## config.mk

```make
export PLATFORM = sky130hd
export DESIGN_NAME = spi_master_shifter
export DESIGN_NICKNAME = d
export VERILOG_FILES = /design/src/design/spi_ms_pkg.sv /design/src/design/spi_master_shifter.sv
export VERILOG_INCLUDE_DIRS = /design/src /design/src/design
export SDC_FILE = /design/constraint.sdc
export NUM_CORES = 1
export LEC_CHECK = 0
export BUFFER_PORTS_ARGS = -buffer_cell sky130_fd_sc_hd__buf_2
export CORE_MARGIN = 10
export CORE_UTILIZATION = 48
export DETAILED_ROUTE_END_ITERATION = 16
export PLACE_DENSITY_LB_ADDON = 0.05
export SYNTH_ARGS = -nofsm -noshare
export SYNTH_HDL_FRONTEND = slang
export SYNTH_SLANG_ARGS = --single-unit
export TNS_END_PERCENT = 50
```

## constraint.sdc

```tcl
create_clock -name clk -period 3.9 [get_ports clk]
set_input_delay 0 -clock clk [delete_from_list [all_inputs] [get_ports clk]]
set_output_delay 0 -clock clk [all_outputs]
set_load 0.005 [all_outputs]
```

## src/design/spi_master_shifter_macros.svh

```systemverilog
// assertion macros for the spi master shifter
// used by spi_master_shifter.sv, expects clk and rst in scope
`ifndef SPI_MASTER_SHIFTER_MACROS_SVH
`define SPI_MASTER_SHIFTER_MACROS_SVH

// same-cycle implication
`define SMS_ASSERT_NOW(lbl, cond, conseq, msg) \
  lbl: assert property (@(posedge clk) disable iff (rst) (cond) |-> (conseq)) \
    else $error(msg);

// next-cycle implication
`define SMS_ASSERT_NEXT(lbl, cond, conseq, msg) \
  lbl: assert property (@(posedge clk) disable iff (rst) (cond) |=> (conseq)) \
    else $error(msg);

`endif

```

## src/design/spi_ms_pkg.sv

```systemverilog
// types and constants for the spi master shifter
// no dependencies
package spi_ms_pkg;

  // request kinds
  localparam logic MODE_LOAD = 1'b0;
  localparam logic MODE_TICK = 1'b1;

  // register indexes
  localparam logic [1:0] REG_CLOCK_MODE  = 2'd0;
  localparam logic [1:0] REG_WORD_SIZE   = 2'd1;
  localparam logic [1:0] REG_LSB_FIRST   = 2'd2;
  localparam logic [1:0] REG_PHASE_TICKS = 2'd3;

  // word size codes
  localparam logic [1:0] WS_16 = 2'd1;
  localparam logic [1:0] WS_32 = 2'd2;

  // bit phases
  localparam logic [1:0] PH_DRIVE  = 2'd0;
  localparam logic [1:0] PH_SAMPLE = 2'd1;
  localparam logic [1:0] PH_TRAIL  = 2'd2;

  localparam logic [1:0] CLK_MODE0 = 2'd0;
  localparam logic [1:0] CLK_MODE2 = 2'd2;

  typedef struct packed {
    logic        sclk_level;
    logic        mosi_level;
    logic        busy_res;
    logic        word_done;
    logic [31:0] rx_word;
    logic        load_rejected;
  } res_t;

endpackage

```

## src/design/spi_master_shifter.sv

```systemverilog
// spi master shifter, clock modes 0-3, paced by tick requests
// depends on spi_ms_pkg and spi_master_shifter_macros.svh
//
//  channel | handshake            | payload
//  --------+----------------------+--------------------------------------------
//  in      | in_valid / in_stall  | mode, tx_word, miso_level
//  out     | out_valid / out_stall| sclk_level, mosi_level, busy_res, word_done,
//          |                      | rx_word, load_rejected
//  cfg     | cfg_valid / cfg_ready| cfg_index, cfg_data
//
// one request per cycle while in_stall is low; each request is worked in the cycle it is taken and
// its result is registered in the output register, or in the skid entry while the output stalls
// an output register plus one skid entry sit behind the logic, so a stalled
// output still lets one more request in; in_stall comes from the skid flag
// rst is synchronous: registers go to their listed values, sclk idles low
`include "spi_master_shifter_macros.svh"

module spi_master_shifter #(
  parameter int TICK_COUNT_WIDTH = 16
) (
  input  logic        clk,
  input  logic        rst,
  input  logic        in_valid,
  output logic        in_stall,
  input  logic        mode,
  input  logic [31:0] tx_word,
  input  logic        miso_level,
  output logic        out_valid,
  input  logic        out_stall,
  output logic        sclk_level,
  output logic        mosi_level,
  output logic        busy_res,
  output logic        word_done,
  output logic [31:0] rx_word,
  output logic        load_rejected,
  input  logic        cfg_valid,
  output logic        cfg_ready,
  input  logic [1:0]  cfg_index,
  input  logic [15:0] cfg_data
);

  localparam int LW = ((TICK_COUNT_WIDTH > 16) ? TICK_COUNT_WIDTH : 16) + 1;
  localparam logic [LW-1:0] TICK_CAP = LW'(1) << TICK_COUNT_WIDTH;

  // configuration
  logic [1:0]  clock_mode;
  logic [1:0]  word_size;
  logic        lsb_first;
  logic [15:0] phase_ticks;

  // transfer state
  logic [31:0]                 tx_shift, tx_shift_next;
  logic [31:0]                 rx_shift, rx_shift_next;
  logic [5:0]                  bits_left, bits_left_next;
  logic [1:0]                  phase_index, phase_index_next;
  logic [TICK_COUNT_WIDTH-1:0] tick_counter, tick_counter_next;
  logic                        active, active_next;
  logic                        clock_line, clock_line_next;
  logic                        data_line, data_line_next;

  // output register and skid entry
  spi_ms_pkg::res_t out_res, skid_res, res;
  logic             skid_valid;

  logic        accept_in, cfg_fire, out_fire;
  logic        cpol, cpha;
  logic [5:0]  n_bits;
  logic [31:0] word_msk, top_bit;
  logic        msb_out;
  logic [LW-1:0] lim, tick_inc;
  logic [1:0]  ph_inc;
  logic        last_phase;

  assign cfg_ready = 1'b1;
  assign cfg_fire  = cfg_valid & cfg_ready;
  assign in_stall  = skid_valid;
  assign accept_in = in_valid & ~skid_valid;
  assign out_fire  = out_valid & ~out_stall;

  assign cpol = clock_mode[1];
  assign cpha = clock_mode[0];

  always_comb begin
    unique case (word_size)
      spi_ms_pkg::WS_16: begin
        n_bits   = 6'd16;
        word_msk = 32'h0000_FFFF;
        top_bit  = 32'h0000_8000;
        msb_out  = tx_shift[15];
      end
      spi_ms_pkg::WS_32: begin
        n_bits   = 6'd32;
        word_msk = 32'hFFFF_FFFF;
        top_bit  = 32'h8000_0000;
        msb_out  = tx_shift[31];
      end
      default: begin
        n_bits   = 6'd8;
        word_msk = 32'h0000_00FF;
        top_bit  = 32'h0000_0080;
        msb_out  = tx_shift[7];
      end
    endcase
  end

  // phase length: zero acts as one, capped at the counter range
  always_comb begin
    lim = (phase_ticks == 16'd0) ? LW'(1) : LW'(phase_ticks);
    if (lim > TICK_CAP) begin
      lim = TICK_CAP;
    end
  end

  assign tick_inc = LW'(tick_counter) + LW'(1);
  assign ph_inc   = phase_index + 2'd1;
  assign last_phase = (ph_inc == 2'd0) ||
                      ((clock_mode == spi_ms_pkg::CLK_MODE0) ? (ph_inc >= 2'd3)
                                                             : (ph_inc >= 2'd2));

  always_comb begin
    tx_shift_next     = tx_shift;
    rx_shift_next     = rx_shift;
    bits_left_next    = bits_left;
    phase_index_next  = phase_index;
    tick_counter_next = tick_counter;
    active_next       = active;
    clock_line_next   = clock_line;
    data_line_next    = data_line;
    res               = '0;
    if (accept_in) begin
      if (mode == spi_ms_pkg::MODE_LOAD) begin
        if (active) begin
          res.load_rejected = 1'b1;
        end else begin
          tx_shift_next     = tx_word & word_msk;
          rx_shift_next     = '0;
          bits_left_next    = n_bits;
          phase_index_next  = spi_ms_pkg::PH_DRIVE;
          tick_counter_next = '0;
          active_next       = 1'b1;
        end
      end else if (active) begin
        // line action on the first tick of a phase
        if (tick_counter == '0) begin
          case (phase_index)
            spi_ms_pkg::PH_DRIVE: begin
              if (cpha) begin
                clock_line_next = ~cpol;
              end
              data_line_next = lsb_first ? tx_shift[0] : msb_out;
            end
            spi_ms_pkg::PH_SAMPLE: begin
              clock_line_next = ~(cpol ^ cpha);
              if (lsb_first) begin
                tx_shift_next = (tx_shift >> 1) & word_msk;
                rx_shift_next = ((rx_shift >> 1) | (miso_level ? top_bit : '0)) & word_msk;
              end else begin
                tx_shift_next = (tx_shift << 1) & word_msk;
                rx_shift_next = ((rx_shift << 1) | {31'd0, miso_level}) & word_msk;
              end
            end
            spi_ms_pkg::PH_TRAIL: begin
              if (clock_mode == spi_ms_pkg::CLK_MODE0) begin
                clock_line_next = 1'b0;
              end
            end
            default: ;
          endcase
        end
        if (tick_inc >= lim) begin
          tick_counter_next = '0;
          if (phase_index == spi_ms_pkg::PH_SAMPLE && clock_mode == spi_ms_pkg::CLK_MODE2) begin
            clock_line_next = 1'b1;
          end
          phase_index_next = ph_inc;
          if (last_phase) begin
            phase_index_next = spi_ms_pkg::PH_DRIVE;
            bits_left_next   = (bits_left != 6'd0) ? bits_left - 6'd1 : bits_left;
            if (bits_left_next == 6'd0) begin
              active_next     = 1'b0;
              res.word_done   = 1'b1;
              res.rx_word     = rx_shift_next & word_msk;
              clock_line_next = cpol;
            end
          end
        end else begin
          tick_counter_next = tick_inc[TICK_COUNT_WIDTH-1:0];
        end
      end
    end else if (cfg_fire && cfg_index == spi_ms_pkg::REG_CLOCK_MODE && !active) begin
      // idle clock repair
      clock_line_next = cfg_data[1];
    end
    res.sclk_level = clock_line_next;
    res.mosi_level = data_line_next;
    res.busy_res   = active_next;
  end

  always_ff @(posedge clk) begin
    if (rst) begin
      clock_mode  <= '0;
      word_size   <= '0;
      lsb_first   <= 1'b0;
      phase_ticks <= 16'd1;
    end else if (cfg_fire) begin
      case (cfg_index)
        spi_ms_pkg::REG_CLOCK_MODE:  clock_mode  <= cfg_data[1:0];
        spi_ms_pkg::REG_WORD_SIZE:   word_size   <= cfg_data[1:0];
        spi_ms_pkg::REG_LSB_FIRST:   lsb_first   <= cfg_data[0];
        spi_ms_pkg::REG_PHASE_TICKS: phase_ticks <= cfg_data;
        default: ;
      endcase
    end
  end

  always_ff @(posedge clk) begin
    if (rst) begin
      tx_shift     <= '0;
      rx_shift     <= '0;
      bits_left    <= '0;
      phase_index  <= '0;
      tick_counter <= '0;
      active       <= 1'b0;
      clock_line   <= 1'b0;
      data_line    <= 1'b0;
    end else begin
      tx_shift     <= tx_shift_next;
      rx_shift     <= rx_shift_next;
      bits_left    <= bits_left_next;
      phase_index  <= phase_index_next;
      tick_counter <= tick_counter_next;
      active       <= active_next;
      clock_line   <= clock_line_next;
      data_line    <= data_line_next;
    end
  end

  // output register with one skid entry
  always_ff @(posedge clk) begin
    if (rst) begin
      out_valid  <= 1'b0;
      skid_valid <= 1'b0;
    end else if (out_fire || !out_valid) begin
      if (skid_valid) begin
        out_valid  <= 1'b1;
        skid_valid <= 1'b0;
      end else begin
        out_valid <= accept_in;
      end
    end else if (accept_in) begin
      skid_valid <= 1'b1;
    end
  end

  always_ff @(posedge clk) begin
    if (out_fire || !out_valid) begin
      if (skid_valid) begin
        out_res <= skid_res;
      end else if (accept_in) begin
        out_res <= res;
      end
    end else if (accept_in) begin
      skid_res <= res;
    end
  end

  assign sclk_level    = out_res.sclk_level;
  assign mosi_level    = out_res.mosi_level;
  assign busy_res      = out_res.busy_res;
  assign word_done     = out_res.word_done;
  assign rx_word       = out_res.rx_word;
  assign load_rejected = out_res.load_rejected;

  `SMS_ASSERT_NOW(a_skid_behind_out, skid_valid, out_valid, "skid entry held without output")
  `SMS_ASSERT_NOW(a_idle_no_bits, !active, bits_left == 6'd0, "idle with bits left")
  `SMS_ASSERT_NOW(a_done_not_busy, out_valid && word_done, !busy_res, "word done while busy")
  `SMS_ASSERT_NEXT(a_load_starts, accept_in && mode == spi_ms_pkg::MODE_LOAD && !active, active, "load did not start transfer")

endmodule

```

# == After elaboration in Yosys (flattened, before gate mapping) ==
# Index checks and enable logic that the tools add are counted.
# word_totals
reg_bits,188
elab_cells,162
out_inout_bits,40
# op_classes
bitwise,16
n_addsub,3
n_mux,72
eq_ne,14
reduce_logical,27
n_lt_le_gt_ge,4
# ops
op,n
32-bit 2-to-1 mux,16
33-bit 2-to-1 mux,5
32-bit AND,5
32-bit one-hot mux with 2 select lines,2
16-bit 2-to-1 mux,5
37-bit 2-to-1 mux,2
6-bit 2-to-1 mux,6
31-bit by 32-bit AND with 32-bit output,1
16-bit logical NOT,2
31-bit by 32-bit OR with 32-bit output,1
32-bit by 1-bit OR with 32-bit output,1
1-bit 2-to-1 mux,27
"16-bit by 1-bit adder with 17-bit output, second input constant",1
17-bit >= comparator,1
"16-bit by 17-bit greater-than comparator with 1-bit output, second input constant",1
17-bit 2-to-1 mux,1
6-bit one-hot mux with 2 select lines,1
2-bit AND reduction,6
"2-bit equality test, second input constant",5
2-bit 2-to-1 mux,5
"2-bit by 1-bit inequality test with 1-bit output, second input constant",5
5-bit AND reduction,2
2-bit logical NOT,4
"2-bit by 1-bit equality test with 1-bit output, second input constant",3
18 further kinds,28

# == Longest topological paths before layout ==
# logic_depth
ltp_word,19
ltp_mapped,16
mapped_depth_nobuf,13

# == Worst setup path before layout ==
# No wires, ideal clock.
# synth_path
path_type,reg-to-reg
startpoint,register tick_counter[0]
endpoint,"register out_res, in the netlist rx_word[12], data pin"
path_buffers,3
path_slack_ns,0.479
arrival_ns,3.256
stages_incl_launch_ff,17
period_less_slack_ns,3.421
setup_ns,0.165
required_ns,3.735
cell_sequence,dfxtp_1 -> ha_1 -> and4_1 -> and4_1 -> nand3_1 -> xnor2_1 -> ha_1 -> nand2_1 -> nor3_1 -> a21oi_1 -> o211ai_1 -> buf_4 -> nand3_2 -> or2_1 -> buf_2 -> buf_6 -> o31ai_2
# synth_between
elab_chain_cells,13
# synth_rtl
item,line,rtl
"start, declared",spi_master_shifter.sv:56,"logic [TICK_COUNT_WIDTH-1:0] tick_counter, tick_counter_next;"
"start signal, assigned",spi_master_shifter.sv:231,tick_counter <= tick_counter_next;
branches (longest 8 deep; another with 16-bit by 1-bit adder with 17-bit output),-,
33-bit 2-to-1 mux *,spi_master_shifter.sv:170,if (tick_inc >= lim) begin
33-bit 2-to-1 mux *,spi_master_shifter.sv:142,end else if (active) begin
33-bit 2-to-1 mux *,spi_master_shifter.sv:131,if (mode == spi_ms_pkg::MODE_LOAD) begin
37-bit 2-to-1 mux *,spi_master_shifter.sv:259,end else if (accept_in) begin
37-bit 2-to-1 mux *,spi_master_shifter.sv:257,if (skid_valid) begin
"end signal, assigned",spi_master_shifter.sv:258,out_res <= skid_res;
"end signal, assigned",spi_master_shifter.sv:260,out_res <= res;
"end, declared",spi_master_shifter.sv:62,"spi_ms_pkg::res_t out_res, skid_res, res;"
# Mark *: on every way between the ends. The select of a mux whose other input is x is not followed.
# A chain may end at the register's enable or synchronous reset.

# == Worst setup path after layout ==
# layout_path
startpoint,register tick_counter[1]
endpoint,"register out_res, in the netlist sclk_level, data pin"
# layout_between
elab_chain_cells,11
# layout_rtl
item,line,rtl
branches (longest 5 deep; another with 16-bit by 1-bit adder with 17-bit output),-,
1-bit 2-to-1 mux *,spi_master_shifter.sv:170,
1-bit 2-to-1 mux *,spi_master_shifter.sv:142,
1-bit 2-to-1 mux *,spi_master_shifter.sv:131,
1-bit 2-to-1 mux *,spi_master_shifter.sv:130,if (accept_in) begin
37-bit 2-to-1 mux *,spi_master_shifter.sv:259,
37-bit 2-to-1 mux *,spi_master_shifter.sv:257,
# Marked as above.

==> flow_metrics.tcl <==
set metrics [dict create \
    p_leak_nw 4.068 \
    yosysUniqueCellTypes 63 \
    power_frac_comb 0.104 \
    fmax_mhz 271.0 \
    start_util 0.4922 \
    cts_tree "done" \
    via_count 7790 \
    min_path_cells 5 \
    worstPathRequired_ps 4080 \
    clk_pin_slew_ps 70 \
    drcViolationCount 0 \
    first_global_vias 7438 \
    core_area_mm2 0.01959 \
    p_seq_frac 0.498 \
    power_density_mw_per_mm2 375.2 \
    hold_path.class "in2reg" \
    synth_edf_count 74 \
    end_kind "flop" \
    final_antenna_net_count 0 \
    final_common_cell "nand2_1" \
    grt.overflow.total 0 \
    use_met1 0.2327 \
    netlist_area_mm2 0.009642 \
    ys_warn_count 0 \
    wire_per_inst_um 15.51 \
    synth_nets 1148 \
    worst_setup_path_start_kind "flop" \
    die_w_um 161.7 \
    finalSetupViolCount 0 \
    async_flop_share 0 \
    drive_gt1_frac 0.1545 \
    synth-seq-cells 188 \
    hpwl_um 15050 \
    fin_crit_ps 3690 \
    stdcell_count 1443 \
    p_switching_mw 1.144 \
    r2r.worst_path.cells 14 \
    cts_made_buffers 17 \
    rsz0062_at_grt "no" \
    ctsHtreeMaxLevel 4 \
    intPower_mw 3.121 \
    layout_common_cells "153 x nand2_1, 149 x nor2_1, 112 x dfxtp_1" \
    ir_drop_uv 330.6 \
    grt_usage 0.1703 \
    dp_cells 1365 \
    relSlewSlack 0.2803 \
    timing.rr.end "sclk_level" \
    synth_flop_cell "dfxtp_1" \
    viasPerCell 5.398 \
    path_max_fanout 11 \
    antenna_found_initial 0 \
    drtIter0Drc 411 \
    reg2reg_slack_ps 210 \
    port_buffers 95 \
    status "complete, no violations" \
    ctsRootBufferMaster "clkbuf_16" \
    diodes 0 \
    tightest_slew_ps 1080 \
    synth.avg_cell_area_um2 9.105 \
    gp_congestion 0.8418 \
    cap_violations 0 \
    die_area_mm2 0.02616 \
    min_to "tx_shift[9]" \
    grt_pass1_wl_um 37510 \
    met3_usage 0.03084 \
    synthCells 1059 \
    first_pass_iters 5 \
    grt_max_degree 85 \
    seq_area_frac_synth 0.4672 \
    rows 51 \
    met2_usage 0.2744 \
    io_pins 97 \
    final_nets 1254 \
    clock-sinks 188 \
    top_usage_layer "met2" \
    finalWirelength_um 22380 \
    drv_slew 0 \
    post-route-period-util 0.9461 \
    clkPwrFrac 0.397 \
    switching_share 0.2682 \
    clk_latency_ps 430 \
    fin_skew_ps 13.16 \
    hold_viol 0 \
    min_from "tx_word[9]" \
    cp_data_arrival_time_ps 3870 \
    critical_path_class "reg2reg" \
    r2r-start "tick_counter[1]" \
    fin_tns_setup_ps 0 \
    fp.dieH_um 161.7 \
    syn2layout_area_growth_pct 17.88 \
    cts_buffer_depth 2 \
]
worst max path at each step:
stage | startpoint | cells past startpoint | end
6_report | tick_counter[1] | 14 | sclk_level
5_1_grt | tick_counter[1] | 14 | sclk_level
4_1_cts | tick_counter[1] | 14 | tick_counter[5]
3_5_place_dp | tick_counter[0] | 14 | tick_counter[8]
3_3_place_gp | tick_counter[1] | 14 | tick_counter[13]
2_1_floorplan | tick_counter[0] | 16 | rx_word[12]
routing by layer:
layer | wire length (um) | vias to the layer above
li1 | - | 4005
met1 | 11060 | 3629
met2 | 10300 | 146
met3 | 843 | 10
met4 | 172 | 0
met5 | 0 | -
kinds of logic after synthesis:
kind of cell             count (synthesis)  synth area share
AO/OA/AOI/OAI                          246            0.1726
XOR/XNOR                                15           0.01363
adder cells (fa/ha/maj)                 32           0.04153
buffers and inverters                  108           0.04620
flip-flops                             188            0.4672
multiplexers                            75           0.07968
other                                    1         0.0003889
AND/OR/NAND/NOR                        394            0.1788
synthesized netlist by cell type (12+ instances only):
cell       number  area share
ha_1           32       0.042
mux2i_1        61       0.063
dfxtp_1       114        0.24
nand2_1       153       0.060
clkbuf_1       48       0.019
o2111ai_1      15       0.014
nor3_1         18      0.0093
a21oi_1        87       0.045
a22oi_1        32       0.025
o21ai_1        13      0.0067
o211ai_1       17       0.013
edfxtp_1       74        0.23
inv_1          36       0.014
nand3_1        12      0.0062
mux2_2         14       0.016
o31ai_1        14       0.011
o21ai_0        18      0.0093
nor2_1        151       0.059
power by group through the flow:
stage          registers [mW]  logic [mW]  clock network, mW
2_1_floorplan            2.16       0.273                  0
3_3_place_gp             2.17       0.406                  0
3_5_place_dp             2.17       0.408                  0
4_1_cts                  2.13       0.444               1.74
5_1_grt                  2.13       0.496               1.82
6_report                 2.12       0.445               1.69
metrics by stage:
| stage | total power [mW] | setup WS, ps | instance area, um2 | util | hold WS [ps] |
|---|---|---|---|---|---|
| floorplan | 2.436 | 479.3 | 9642 | - | 121.2 |
| global placement | 2.576 | 173.5 | 10310 | 0.5264 | 240.0 |
| detailed placement | 2.578 | 138.2 | 10310 | 0.5264 | 247.0 |
| CTS | 4.304 | 2.948 | 11340 | 0.5790 | 2.351 |
| global route | 4.448 | 1.573 | 11370 | 0.5802 | 65.13 |
| finish | 4.265 | 210.3 | 11370 | 0.5802 | 13.00 |
layout make-up:
cell class | count | area (um2)
Clock inverter | 15 | 143.9
Timing Repair Buffer | 159 | 1086
Fill cell | 1818 | 8224
Multi-Input combinational cell | 763 | 4735
Inverter | 36 | 135.1
Tap cell | 265 | 331.6
Sequential cell | 188 | 4509
Clock buffer | 17 | 425.4
what timing repair did:
item	CTS	global route
setup buffers	0	0
hold buffers	46	0
endpoints found under the hold margin	47	0
setup endpoints to repair	0	47
resized for setup	0	6
sequential cells by signal (all words and copies together), names as in the netlist, 2 cells and up:
| register | count |
|---|---|
| phase_ticks | 16 |
| phase_index | 2 |
| tx_shift | 32 |
| clock_mode | 2 |
| skid_res | 37 |
| rx_word | 32 |
| word_size | 2 |
| tick_counter | 16 |
| rx_shift | 32 |
| bits_left | 6 |
worst max-delay path: stages, from the launching register on:
cell and delay (ps):
dfxtp_1 380, ha_1 220, and4_1 260, and4_1 340, nand3_1 140, xnor2_1 290, ha_1 310, nand2_1 120
nor3_2 70, a221oi_2 250, o211ai_1 120, buf_4 200, a221o_1 380, a221oi_4 280, nor2_1 80
Power figures use the tool's default switching activity.
